--- config.mk ---
export PLATFORM = sky130hd
export DESIGN_NAME = twc_queue
export DESIGN_NICKNAME = d
export VERILOG_FILES = /design/src/hw/rtl/twc_pkg.sv /design/src/hw/rtl/twc_queue.sv
export SDC_FILE = /design/constraint.sdc
export NUM_CORES = 1
export LEC_CHECK = 0
export BUFFER_PORTS_ARGS = -buffer_cell sky130_fd_sc_hd__buf_4
export CORE_UTILIZATION = 44
export CTS_CLUSTER_DIAMETER = 150
export DETAILED_ROUTE_END_ITERATION = 7
export GPL_TIMING_DRIVEN = 0
export PLACE_DENSITY = 0.72
export REMOVE_ABC_BUFFERS = 1
export SLEW_MARGIN = 15
export SYNTH_ARGS = -nofsm -noshare
export SYNTH_HDL_FRONTEND = slang
export SYNTH_SLANG_ARGS = --single-unit
export TNS_END_PERCENT = 10
--- constraint.sdc ---
create_clock -name clock -period 1.6 [get_ports clock]
set_input_delay 0.16 -clock clock [delete_from_list [all_inputs] [get_ports clock]]
set_output_delay 0.16 -clock clock [all_outputs]
set_load 0.005 [all_outputs]
--- src/hw/rtl/twc_pkg.sv ---
// Shared constants, codes and types of the text console writer.
`timescale 1ns / 1ps
package twc_pkg;

   // Screen geometry
   localparam int COLUMNS    = 80;
   localparam int ROWS       = 25;
   localparam int CELL_COUNT = COLUMNS * ROWS;
   localparam int LAST_CELL  = CELL_COUNT - 1;
   localparam int COPY_LAST  = (ROWS - 1) * COLUMNS;  // cells moved by one scroll
   localparam int ADDR_W     = $clog2(CELL_COUNT);

   // Field widths
   localparam int OP_W    = 2;
   localparam int CHAR_W  = 8;
   localparam int INDEX_W = 11;
   localparam int CELL_W  = 16;
   localparam int COL_W   = 7;
   localparam int ROW_W   = 5;
   localparam int COLOR_W = 8;

   // Command queue between front and back
   localparam int QUEUE_DEPTH = 2;
   localparam int QPTR_W      = $clog2(QUEUE_DEPTH);
   localparam int QCNT_W      = $clog2(QUEUE_DEPTH + 1);

   // Operation codes
   localparam logic [OP_W-1:0] OP_WRITE = 2'd0;
   localparam logic [OP_W-1:0] OP_CLEAR = 2'd1;
   localparam logic [OP_W-1:0] OP_READ  = 2'd2;

   localparam logic [CHAR_W-1:0]  NEWLINE_CODE = 8'h0A;
   localparam logic [CHAR_W-1:0]  SPACE_CODE   = 8'h20;
   localparam logic [COLOR_W-1:0] RESET_COLOR  = 8'h0F;
   localparam logic [CELL_W-1:0]  RESET_BLANK  = {RESET_COLOR, SPACE_CODE};

   typedef enum logic [2:0] {
      CMD_PUT,
      CMD_NEWLINE,
      CMD_CLEAR,
      CMD_READ,
      CMD_NOP
   } cmd_kind_type;

   typedef struct packed {
      cmd_kind_type             kind;
      logic [CHAR_W-1:0]        char_code;
      logic [ADDR_W-1:0]        cell_addr;
   } cmd_type;

   typedef enum logic [2:0] {
      ST_INIT,
      ST_IDLE,
      ST_READ_WAIT,
      ST_SCROLL_COPY,
      ST_SCROLL_BLANK,
      ST_CLEAR
   } back_state_type;

endpackage

--- src/hw/rtl/twc_queue.sv ---
// Short command FIFO decoupling the front end from the screen engine.
`timescale 1ns / 1ps
module twc_queue (
   input  logic             clock,
   input  logic             reset,
   input  logic             push_valid,
   input  twc_pkg::cmd_type push_cmd,
   input  logic             pop,
   output twc_pkg::cmd_type pop_cmd,
   output logic             q_full,
   output logic             q_empty
);
   import twc_pkg::*;

   cmd_type           entries_ff [QUEUE_DEPTH];
   logic [QPTR_W-1:0] wr_ptr_ff, wr_ptr_in;
   logic [QPTR_W-1:0] rd_ptr_ff, rd_ptr_in;
   logic [QCNT_W-1:0] count_ff, count_in;
   logic              do_push, do_pop;

   assign q_full  = count_ff == QCNT_W'(QUEUE_DEPTH);
   assign q_empty = count_ff == '0;
   assign do_push = push_valid && !q_full;
   assign do_pop  = pop && !q_empty;
   assign pop_cmd = entries_ff[rd_ptr_ff];

   always_comb begin
      wr_ptr_in = wr_ptr_ff;
      rd_ptr_in = rd_ptr_ff;
      count_in  = count_ff;
      if (do_push) begin
         wr_ptr_in = (wr_ptr_ff == QPTR_W'(QUEUE_DEPTH - 1)) ? '0 : wr_ptr_ff + 1'b1;
      end
      if (do_pop) begin
         rd_ptr_in = (rd_ptr_ff == QPTR_W'(QUEUE_DEPTH - 1)) ? '0 : rd_ptr_ff + 1'b1;
      end
      if (do_push && !do_pop) begin
         count_in = count_ff + 1'b1;
      end else if (do_pop && !do_push) begin
         count_in = count_ff - 1'b1;
      end
   end

   always_ff @(posedge clock) begin
      if (reset) begin
         wr_ptr_ff <= '0;
         rd_ptr_ff <= '0;
         count_ff  <= '0;
      end else begin
         wr_ptr_ff <= wr_ptr_in;
         rd_ptr_ff <= rd_ptr_in;
         count_ff  <= count_in;
      end
   end

   always_ff @(posedge clock) begin
      if (do_push) begin
         entries_ff[wr_ptr_ff] <= push_cmd;
      end
   end

endmodule

==> impl_metrics.env <==
export IMPL_outcome="completed"
export IMPL_hold_viol=0
export IMPL_arrival_ns=1.78
export IMPL_cp_start_kind="flop"
export IMPL_dp_hpwl_um=1850
export IMPL_clkLatencyLatePin_ns=0.29
export IMPL_rows=22
export IMPL_first_pass_iters=4
export IMPL_vias_per_cell=4.86
export IMPL_clock_sinks=49
export IMPL_totalPowerFinal_w=0.00347
export IMPL_endpoint_kind="flop"
export IMPL_cts_root_buf="clkbuf_8"
export IMPL_required_ns=1.82
export IMPL_clock_skew_ns=0.00455
export IMPL_cts_setup_buffers=0
export IMPL_grt_start_max_net_pins=23
export IMPL_syn_to_final_growth_pct=30.2
export IMPL_grt_pass1_vias=966
export IMPL_clkTransAtPathRegs_ns=0.08
export IMPL_n_antenna_cell=0
export IMPL_drc=0
export IMPL_die_height_um=65.9
export IMPL_globalplace_congestion=0.630
export IMPL_yosysSeqAreaShare_pct=79.1
export IMPL_synth_area_top_cells="edfxtp_1, mux2_2, dfxtp_1"
export IMPL_fmax_ghz=0.640
export IMPL_nFillCells=311
export IMPL_yosysWarnings=0
export IMPL_drive_above_1_share_pct=57.1
export IMPL_htreeDepth=2
export IMPL_cts_tree="done"
export IMPL_die_area_sq_mm=0.00434
export IMPL_die_w_um=65.9
export IMPL_fin_area_sq_mm=0.00234
export IMPL_num_nets_final=174
export IMPL_cts_made_buffers=5
export IMPL_slew_headroom_pct=64.7
export IMPL_dpl_cell_area_sq_mm=0.00221
export IMPL_initialDrtViolationCount=31
export IMPL_synth_cells=93
export IMPL_hold_class="in2reg"
export IMPL_worst_slack_ns=0.0378
export IMPL_rsz0062_at_grt="true"
export IMPL_worst_slew_pin_slew_ns=0.530
export IMPL_grt_overflow=0
export IMPL_clockBufferDepth=2
export IMPL_crit_fanout=5
export IMPL_routed_wl_um=2720
export IMPL_fin_hold_ws_ns=0.0498
export IMPL_dp_slack_ns=-0.308
export IMPL_via_count=948
export IMPL_antenna_found_initial=0
export IMPL_synth_top_area_share_pct=73.5
export IMPL_p_per_area_mw_per_mm2=1480
export IMPL_ant_nets=0
export IMPL_setup_viol=0
export IMPL_maxCapViolCount=0
export IMPL_cts_hold_buf=0
export IMPL_io_buffers=49
export IMPL_yosys_area_top_type="edfxtp_1"
export IMPL_start_util_pct=47.3
export IMPL_synthDistinctLibCells=13
export IMPL_avgRoutedWirePerCell_um=13.9
export IMPL_grt_pass1_wl_um=4320
export IMPL_core_area_sq_mm=0.00380
export IMPL_min_period_over_period_pct=97.6
export IMPL_period_minus_slack_ns=1.56
export IMPL_synth_area_per_cell_sq_um=19.3
export IMPL_drv_slew=0
export IMPL_critPathKind="reg2reg"
export IMPL_ys_ff_latch=49
export IMPL_ios=50
export IMPL_track_usage_pct=13.9
export IMPL_peakVddDrop_mv=0.735
export IMPL_leakagePower_nw=0.878
export IMPL_syn_cell_area_sq_mm=0.00180
[placed cells by master (no fill, tap or decap), types with 2 or more instances in the layout]
cell type,instances
xor2_1,3
buf_4,49
o21ai_0,3
dfxtp_1,3
clkbuf_8,5
edfxtp_1,44
a21oi_1,2
mux2_2,22
nor2_1,5
[metrics by stage]
stage	TNS, ns	utilization, %	std cells
3_5_place_dp	-14.66	58.3	188
4_1_cts	-0.00112	61.4	195
5_1_grt	-0.716	61.6	195
2_1_floorplan	-0.730	-	91
3_3_place_gp	-12.77	58.3	188
6_report	0	61.6	195
[power breakdown]
part           total (W)  internal [W]  switching (W)
sequential       0.00176       0.00162       0.000141
clock           0.000813      0.000454       0.000359
combinational   0.000890      0.000551       0.000339
[Yosys cell counts]
master / instances
edfxtp_1: 44
mux2_2: 22
dfxtp_1: 5
nor2_1: 5
o21ai_0: 3
xor2_1: 3
a21oi_1: 2
buf_2: 2
inv_1: 2
or3_1: 2
and2_1: 1
ha_1: 1
nor2b_2: 1
[area by class of cell]
cell class,instances,area [sq um],area share [%]
tap,48,60.1,2.57
clock buffer,5,68.8,2.94
timing repair buffer,49,368,15.7
sequential,49,1430,61.0
multi-input combinational,40,369,15.8
inverter,2,11.3,0.482
clock inverter,2,35.0,1.50
[worst max-delay path: stages (launching register included)]
cell and delay (ns):
dfxtp_1 0.39, nor2b_4 0.19, nor2_1 0.07, ha_1 0.33, or3_1 0.35, a21oi_1 0.16
[cell families (layout without fill, tap and decap cells)]
group	after synthesis	count (layout)	share of synthesized area, %
compound gates	5	5	1.39
mux	22	22	13.8
xor+xnor	3	3	1.46
flops	49	49	79.1
simple gates	9	9	2.58
fa+ha+maj	1	1	0.696
buf+inv	4	58	0.975
[state kept, by name, indices dropped and copies added, names as in the netlist, named ones only]
signal / cells
entries_ff: 44
count_ff: 2
wr_ptr_ff: 1
rd_ptr_ff: 1
[worst paths after layout]
kind	slack [ns]	endpoint	cells after the start	start
worst min-delay path	0.05	entries_ff[1][2]$_DFFE_PP_	1	push_cmd[2]
worst max-delay path	0.04	count_ff[1]$_SDFFE_PP0P_	5	count_ff[1]$_SDFFE_PP0P_
worst max register to register	0.04	count_ff[1]$_SDFFE_PP0P_	5	count_ff[1]$_SDFFE_PP0P_
worst min register to register	0.52	wr_ptr_ff$_SDFFE_PP0P_	2	wr_ptr_ff$_SDFFE_PP0P_
[timing repair]
| item | in CTS | in global routing |
|---|---|---|
| gates resized for setup | 6 | 1 |
| endpoints found under the setup margin | 66 | 33 |
| pin swaps | 0 | 0 |
[layer usage]
metal	up-vias	track usage [%]	share of wire [%]	routed length (um)
met1	448	15.4	40	1080
met4	0	5.71	1.4	37
met3	7	4.48	6.5	176
met2	34	24.5	52	1420
met5	-	0	0	0
li1	459	-	-	-
No activity file was read; power rests on OpenSTA's default activity.
