File: config.mk
export PLATFORM = sky130hd
export DESIGN_NAME = twc_front
export DESIGN_NICKNAME = d
export VERILOG_FILES = /design/src/hw/rtl/twc_pkg.sv /design/src/hw/rtl/twc_front.sv
export SDC_FILE = /design/constraint.sdc
export NUM_CORES = 1
export LEC_CHECK = 0
export ABC_AREA = 1
export BUFFER_PORTS_ARGS = -buffer_cell sky130_fd_sc_hd__buf_2
export CORE_AREA = 2 2 39 41
export DETAILED_ROUTE_END_ITERATION = 7
export DIE_AREA = 0 0 41 43
export GPL_ROUTABILITY_DRIVEN = 0
export GPL_TIMING_DRIVEN = 0
export PLACE_DENSITY = 0.65
export SYNTH_ARGS = -nofsm -noshare
export SYNTH_HDL_FRONTEND = slang
export SYNTH_SLANG_ARGS = --single-unit
File: constraint.sdc
create_clock -name vclk -period 0.8
set_input_delay 0.08 -clock vclk [all_inputs]
set_output_delay 0.08 -clock vclk [all_outputs]
set_load 0.02 [all_outputs]
File: src/hw/rtl/twc_pkg.sv
// Shared constants, codes and types of the text console writer.
`timescale 1ns / 1ps
package twc_pkg;

   // Screen geometry
   localparam int COLUMNS    = 80;
   localparam int ROWS       = 25;
   localparam int CELL_COUNT = COLUMNS * ROWS;
   localparam int LAST_CELL  = CELL_COUNT - 1;
   localparam int COPY_LAST  = (ROWS - 1) * COLUMNS;  // cells moved by one scroll
   localparam int ADDR_W     = $clog2(CELL_COUNT);

   // Field widths
   localparam int OP_W    = 2;
   localparam int CHAR_W  = 8;
   localparam int INDEX_W = 11;
   localparam int CELL_W  = 16;
   localparam int COL_W   = 7;
   localparam int ROW_W   = 5;
   localparam int COLOR_W = 8;

   // Command queue between front and back
   localparam int QUEUE_DEPTH = 2;
   localparam int QPTR_W      = $clog2(QUEUE_DEPTH);
   localparam int QCNT_W      = $clog2(QUEUE_DEPTH + 1);

   // Operation codes
   localparam logic [OP_W-1:0] OP_WRITE = 2'd0;
   localparam logic [OP_W-1:0] OP_CLEAR = 2'd1;
   localparam logic [OP_W-1:0] OP_READ  = 2'd2;

   localparam logic [CHAR_W-1:0]  NEWLINE_CODE = 8'h0A;
   localparam logic [CHAR_W-1:0]  SPACE_CODE   = 8'h20;
   localparam logic [COLOR_W-1:0] RESET_COLOR  = 8'h0F;
   localparam logic [CELL_W-1:0]  RESET_BLANK  = {RESET_COLOR, SPACE_CODE};

   typedef enum logic [2:0] {
      CMD_PUT,
      CMD_NEWLINE,
      CMD_CLEAR,
      CMD_READ,
      CMD_NOP
   } cmd_kind_type;

   typedef struct packed {
      cmd_kind_type             kind;
      logic [CHAR_W-1:0]        char_code;
      logic [ADDR_W-1:0]        cell_addr;
   } cmd_type;

   typedef enum logic [2:0] {
      ST_INIT,
      ST_IDLE,
      ST_READ_WAIT,
      ST_SCROLL_COPY,
      ST_SCROLL_BLANK,
      ST_CLEAR
   } back_state_type;

endpackage

File: src/hw/rtl/twc_front.sv
// Front end: accepts request beats and decodes them into screen commands.
`timescale 1ns / 1ps
module twc_front (
   input  logic                   req_valid,
   input  logic [twc_pkg::OP_W-1:0]    req_operation,
   input  logic [twc_pkg::CHAR_W-1:0]  req_char_code,
   input  logic [twc_pkg::INDEX_W-1:0] req_cell_index,
   input  logic                   q_full,
   input  logic                   init_busy,
   output logic                   req_stall,
   output logic                   push_valid,
   output twc_pkg::cmd_type       push_cmd
);
   import twc_pkg::*;

   logic in_range;

   assign req_stall  = q_full || init_busy;
   assign push_valid = req_valid && !req_stall;
   assign in_range   = 32'(req_cell_index) < 32'(CELL_COUNT);

   always_comb begin
      push_cmd.char_code = req_char_code;
      push_cmd.cell_addr = ADDR_W'(req_cell_index);
      case (req_operation)
         OP_WRITE: begin
            push_cmd.kind = (req_char_code == NEWLINE_CODE) ? CMD_NEWLINE : CMD_PUT;
         end
         OP_CLEAR: begin
            push_cmd.kind = CMD_CLEAR;
         end
         OP_READ: begin
            // out-of-range reads just report the cursor
            push_cmd.kind = in_range ? CMD_READ : CMD_NOP;
         end
         default: begin
            push_cmd.kind = CMD_NOP;
         end
      endcase
   end

endmodule

==> results of run 1 <==
worst max path at each step:
stage,start,cells after the start,slack (ns),to
floorplan,init_busy,2,0.01,push_valid
global placement,req_char_code[0],6,-0.07,push_cmd[19]
detailed placement,req_char_code[0],6,-0.07,push_cmd[19]
CTS,req_char_code[2],6,-0.03,push_cmd[19]
global route,req_char_code[2],6,-0.1,push_cmd[19]
finish,req_char_code[2],6,-0.006,push_cmd[19]
cell usage after synthesis:
cell type and instances:
nand2_1 12, buf_4 19, nor2_1 8, or2_1 1, nor3_1 1, nand3_1 1, inv_1 3, or2_0 1
metrics by stage:
stage	power, mW	TNS (ns)	instance area, um2
floorplan	0.186	0	251
detailed placement	0.303	-0.0729	492
global route	0.344	-0.0957	518
CTS	0.312	-0.0301	507
global placement	0.299	-0.0716	492
finish	0.316	-0.00577	518
per-layer routing:
| metal | up-vias | share of wire [%] | global-route usage (%) |
|---|---|---|---|
| met5 | - | 0 | 0 |
| met4 | 0 | 0 | 0 |
| met3 | 0 | 17 | 0.524 |
| met2 | 30 | 49 | 14.4 |
| met1 | 158 | 34 | 6.65 |
| li1 | 207 | - | - |
area by class of cell:
cell class | count | area, um2 | area share, %
buffer | 19 | 143 | 27.5
inverter | 3 | 11.3 | 2.17
multi-input combinational | 24 | 105 | 20.3
tap | 16 | 20.0 | 3.86
timing repair buffer | 44 | 239 | 46.1
cells by family (layout without fill, tap and decap cells):
group	after synthesis	count (layout)	synth area share, %
buf+inv	22	66	61.2
simple gates	24	24	38.8
where the power goes:
group          internal [mW]  total [mW]  switching [mW]
combinational          0.159       0.316           0.157
clock                      0           0               0
sequential                 0           0               0
what timing repair did:
action                     in CTS  in global routing
resized for setup               4                  4
setup endpoints to repair       2                  3
pin swaps                       2                  1
gates cloned                    0                  0
==> flow_summary.json, run 1 <==
{
  "drive_above_1_share_pct": 73.3,
  "dieWidth_um": 41,
  "slowest_delay_ns": 0.21,
  "core_mm2": 0.00138,
  "synth_cells": 46,
  "drc": 0,
  "setup_viol": 1,
  "syn_area_um2": 251,
  "period_share_pct": 101,
  "num_rows": 14,
  "fmax_mhz": 1240,
  "required_ns": 0.72,
  "grt_max_degree": 5,
  "maxSlewHeadroom_pct": 89.7,
  "crit_fanout": 2,
  "viasPerCell": 3.73,
  "whs_ns": 0.377,
  "start_util_pct": 18.2,
  "synth_top_area_share_pct": 56.7,
  "finalHoldViolCount": 0,
  "ant_nets": 0,
  "whs_path_depth": 2,
  "path_cells": "buf_6 -> or2_0 -> nor2_1 -> nand2_1 -> nand2_1 -> buf_6",
  "hold_start": "req_cell_index[0]",
  "cp_top_family": "simple AND/OR/NAND/NOR gates",
  "synth_area_leaders": "buf_4 (57%), nand2_1 (18%), nor2_1 (12%)",
  "status": "complete, but fails checks",
  "grt_usage_pct": 6.79,
  "cp_slowest_cell": "or2_0",
  "whs_endpoint": "push_cmd[0]",
  "grt_pass1_vias": 285,
  "diodes": 0,
  "yosysUniqueCellTypes": 8,
  "peakVddDrop_uv": 178,
  "nFillCells": 160,
  "finalNonFillerCells": 106,
  "via_count": 395,
  "pre_cts_ws_ns": -0.0728,
  "rsz0062_at_grt": "yes",
  "die_y_um": 43,
  "post_cts_buffers": 0,
  "io_buffers": 44,
  "ys_seq_area_share_pct": 0,
  "nClkBuffers": 0,
  "area_growth_pct": 106,
  "maxCapViolations": 0,
  "syn_avg_cell_area_um2": 5.47,
  "layout.nets": 116,
  "place_inst": 106,
  "layout_common_cells": "buf_2 (41), buf_4 (19), nand2_1 (12), nor2_1 (5)",
  "dieArea_mm2": 0.00176,
  "drt_iter0_markers": 2,
  "cp-end-kind": "output port",
  "crit_type": "input port to output port",
  "grt_pass1_wl_um": 917,
  "period_minus_slack_ns": 0.806,
  "drt-pass1-iter-count": 2,
  "cts_hold_buf": 0,
  "ys_warn_count": 0,
  "synth_largest_area_cell": "buf_4",
  "worst_setup_path_start_kind": "input port",
  "dpl.hpwl_um": 639,
  "p_per_area_mw_per_mm2": 610,
  "seq_cell_count": 0,
  "mostFrequentLayoutCell": "buf_2",
  "power.leakage_nw": 0.338,
  "crit_arrival_ns": 0.73,
  "synthesis.nets": 70,
  "overflow": 0,
  "postLayoutCoreUtil_pct": 37.4,
  "pin_count": 48,
  "violations": "negative setup slack",
  "tightest_slew_ns": 0.154,
  "hp-class": "input port to output port",
  "drt-wirelength-per-cell_um": 6.26,
  "cp_num_buf_inv": 2,
  "antenna_found_initial": 0,
  "drv_slew": 0,
  "finalWorstSetupSlack_ns": -0.00577,
  "final-seq-area_um2": 0,
  "routed_wl_um": 664
}
(Power assumes the default switching activity.)
==> run 2: changes to the inputs <==
Settings changed: SKIP_LAST_GASP set to 1.
Clock period 0.8 ns to 0.9 ns, I/O delays scaled along.
==> flow_summary.json, run 2 (synthesis gave the netlist of run 1 again) <==
{
  "maxSlewHeadroom_pct": 89.9,
  "fmax_mhz": 1200,
  "seq_cell_count": 0,
  "drive_above_1_share_pct": 70.0,
  "drc": 0,
  "antenna_found_initial": 0,
  "mostFrequentLayoutCell": "buf_2",
  "place_area_um2": 492,
  "dieArea_mm2": 0.00176,
  "nFillCells": 160,
  "whs_path_depth": 2,
  "hp-class": "input port to output port",
  "cts_hold_buf": 0,
  "peakVddDrop_uv": 158,
  "drt-wirelength-per-cell_um": 6.23,
  "path_cells": "buf_6 -> or2_0 -> nor2_1 -> nand2_1 -> nand2_1 -> buf_6",
  "layout.nets": 116,
  "tightest_slew_ns": 0.151,
  "worst_setup_path_start_kind": "input port",
  "grt_pass1_wl_um": 903,
  "p_per_area_mw_per_mm2": 539,
  "routed_wl_um": 660,
  "diodes": 0,
  "power.leakage_nw": 0.336,
  "grt_usage_pct": 6.69,
  "multi_input_area_um2": 97.6,
  "drt_iter0_markers": 1,
  "dpl.hpwl_um": 639,
  "crit_type": "input port to output port",
  "cp-end-kind": "output port",
  "crit_fanout": 2,
  "die_y_um": 43,
  "num_rows": 14,
  "rsz0062_at_grt": "yes",
  "area_growth_pct": 100,
  "cp_slowest_cell": "or2_0",
  "maxCapViolations": 0,
  "required_ns": 0.81,
  "period_share_pct": 92.8,
  "dieWidth_um": 41,
  "viasPerCell": 3.72,
  "pin_count": 48,
  "drv_slew": 0,
  "start_util_pct": 18.2,
  "setup_tns_ns": 0,
  "via_count": 394,
  "period_minus_slack_ns": 0.835,
  "pre_cts_ws_ns": 0.00724,
  "finalWorstSetupSlack_ns": 0.0649,
  "setup_viol": 0,
  "overflow": 0,
  "crit_arrival_ns": 0.75,
  "stdcell_area_um2": 504,
  "finalHoldViolCount": 0,
  "layout_common_cells": "buf_2 (42), buf_4 (19), nand2_1 (12), nor2_1 (8), inv_1 (3)",
  "ant_nets": 0,
  "grt_max_degree": 5,
  "io_buffers": 44,
  "core_mm2": 0.00138,
  "final-seq-area_um2": 0,
  "slowest_delay_ns": 0.21,
  "status": "finished clean",
  "nClkBuffers": 0,
  "drt-pass1-iter-count": 2,
  "grt_pass1_vias": 279
}
run 2: cell counts in the layout (fill, tap and decap cells not counted):
Identical to the previous run, type by type.
run 2: stage by stage:
stage	util, %	total power, mW	instances	hold WS, ns
2_1_floorplan	-	0.166	46	0.293
3_3_place_gp	35.5	0.265	106	0.398
3_5_place_dp	35.5	0.269	106	0.398
4_1_cts	35.5	0.270	106	0.398
5_1_grt	36.4	0.297	106	0.402
6_report	36.4	0.272	106	0.397
run 2: what timing repair did:
item / CTS / global route
gates resized for setup: 0 / 3
buffers inserted: 0 / 0
setup endpoints to repair: 0 / 1
run 2: worst max-delay path, delay by kind of cell:
kind	cells	cell delay, ns
buf+inv	2	0.21
simple gates	4	0.45
run 2: worst paths after layout:
path              start           end  slack [ns]
max    req_char_code[2]  push_cmd[19]        0.06
min   req_cell_index[0]   push_cmd[0]        0.40
run 2: power breakdown:
part | total, mW | leakage, nW | internal, mW | switching (mW)
combinational | 0.272 | 0.336 | 0.136 | 0.136
clock | 0 | 0 | 0 | 0
sequential | 0 | 0 | 0 | 0
total | 0.272 | 0.336 | 0.136 | 0.136
run 2: final cells by class:
class              count  area share (%)
repair buffers        44            46.2
plain buffers         19            28.3
multi-input cells     24            19.4
well taps             16            3.97
inverters              3            2.23
run 2: routing by layer:
metal	track usage [%]	vias up	part of all wire, %
met5	0	-	0
met4	0	0	0
met3	0.524	0	17
met2	14.1	30	48
met1	6.65	157	35
li1	-	207	-
==> run 3: changes to the inputs <==
Settings changed: RECOVER_POWER set to 100.
==> flow_summary.json, run 3 (synthesis gave the netlist of run 1 again) <==
{
  "switching_power_uw": 138,
  "ant_nets": 0,
  "dieWidth_um": 41,
  "status": "finished clean",
  "io_buffers": 44,
  "grt_pass1_vias": 279,
  "drt_iter0_markers": 1,
  "maxCapViolations": 0,
  "cp-end-kind": "output port",
  "pre_cts_ws_ns": 0.00724,
  "busiest_layer": "met2",
  "clkPwrFrac_pct": 0,
  "grt_pass1_wl_um": 903,
  "path_cells": "buf_6 -> or2_0 -> nor2_1 -> nand2_1 -> nand2_1 -> buf_6",
  "area_growth_pct": 90.0,
  "grt_util_met1_pct": 6.65,
  "cp_slowest_cell": "or2_0",
  "drive_above_1_share_pct": 46.7,
  "drc": 0,
  "multi_input_area_um2": 97.6,
  "mostFrequentLayoutCell": "clkbuf_1",
  "peakVddDrop_uv": 149,
  "cp_top_family": "simple AND/OR/NAND/NOR gates",
  "crit_type": "input port to output port",
  "crit_arrival_ns": 0.75,
  "grt_max_degree": 5,
  "finalHoldViolCount": 0,
  "period_minus_slack_ns": 0.835,
  "rsz0062_at_grt": "yes",
  "seq_cell_count": 0,
  "whs_ns": 0.440,
  "crit_fanout": 2,
  "drt-wirelength-per-cell_um": 6.33,
  "tightest_slew_ns": 0.257,
  "nClkBuffers": 0,
  "slowest_delay_ns": 0.21,
  "final-seq-area_um2": 0,
  "grt_util_met3_pct": 0.524,
  "setup_viol": 0,
  "diodes": 0,
  "finalWorstSetupSlack_ns": 0.0649,
  "antenna_found_initial": 0,
  "switching_share_pct": 52.9,
  "period_share_pct": 92.8,
  "maxSlewHeadroom_pct": 82.9,
  "required_ns": 0.81,
  "nFillCells": 172,
  "p_int_uw": 122,
  "core_mm2": 0.00138,
  "pwr-share-comb_pct": 100.0,
  "finalNonFillerCells": 106,
  "hp-class": "input port to output port",
  "start_util_pct": 18.2,
  "pin_count": 48,
  "viasPerCell": 3.72,
  "via_count": 394,
  "cp_num_buf_inv": 2,
  "power.leakage_nw": 0.277,
  "worst_setup_path_start_kind": "input port",
  "fmax_mhz": 1200,
  "p_per_area_mw_per_mm2": 544,
  "routed_wl_um": 671,
  "grt_usage_pct": 6.69,
  "num_rows": 14,
  "drt-pass1-iter-count": 2,
  "layout_common_cells": "clkbuf_1 (21), buf_2 (20), buf_4 (19), nand2_1 (12), nor2_1 (8)",
  "overflow": 0,
  "layout.nets": 116,
  "dpl.hpwl_um": 639,
  "place_inst": 106,
  "power_frac_seq_pct": 0,
  "grt_use_met2_pct": 14.1,
  "drv_slew": 0,
  "die_y_um": 43,
  "dieArea_mm2": 0.00176
}
[run 3: repair_timing]
item / 4_1_cts / 5_1_grt
setup endpoints to repair: 0 / 1
hold buffers: 0 / 0
setup buffers: 0 / 0
gates resized for setup: 0 / 3
[run 3: worst paths after layout]
| check | startpoint | cells past startpoint | endpoint | slack, ns |
|---|---|---|---|---|
| setup / recovery | req_char_code[2] | 6 | push_cmd[19] | 0.06 |
| hold / removal | req_cell_index[2] | 2 | push_cmd[2] | 0.44 |
[run 3: final cells by class]
| type | instances | share of cell area [%] |
|---|---|---|
| Buffer | 19 | 29.8 |
| Inverter | 3 | 2.36 |
| Multi-Input combinational cell | 24 | 20.4 |
| Tap cell | 16 | 4.19 |
| Timing Repair Buffer | 44 | 43.2 |
[run 3: per-stage QoR]
step | cell area (um2) | total power [mW] | TNS (ns) | util, %
2_1_floorplan | 251 | 0.166 | 0 | -
3_3_place_gp | 492 | 0.265 | 0 | 35.5
3_5_place_dp | 492 | 0.269 | 0 | 35.5
4_1_cts | 492 | 0.270 | 0 | 35.5
5_1_grt | 478 | 0.284 | -0.0219 | 34.5
6_report | 478 | 0.260 | 0 | 34.5
[run 3: metal layers]
metal | wire [um] | vias up
met1 | 242 | 157
li1 | - | 207
met4 | 0 | 0
met5 | 0 | -
met3 | 110 | 0
met2 | 318 | 30
[run 3: power by group through the flow]
| stage | Clock (mW) | Sequential (mW) | Combinational [mW] |
|---|---|---|---|
| 2_1_floorplan | 0 | 0 | 0.166 |
| 3_3_place_gp | 0 | 0 | 0.265 |
| 3_5_place_dp | 0 | 0 | 0.269 |
| 4_1_cts | 0 | 0 | 0.270 |
| 5_1_grt | 0 | 0 | 0.284 |
| 6_report | 0 | 0 | 0.260 |
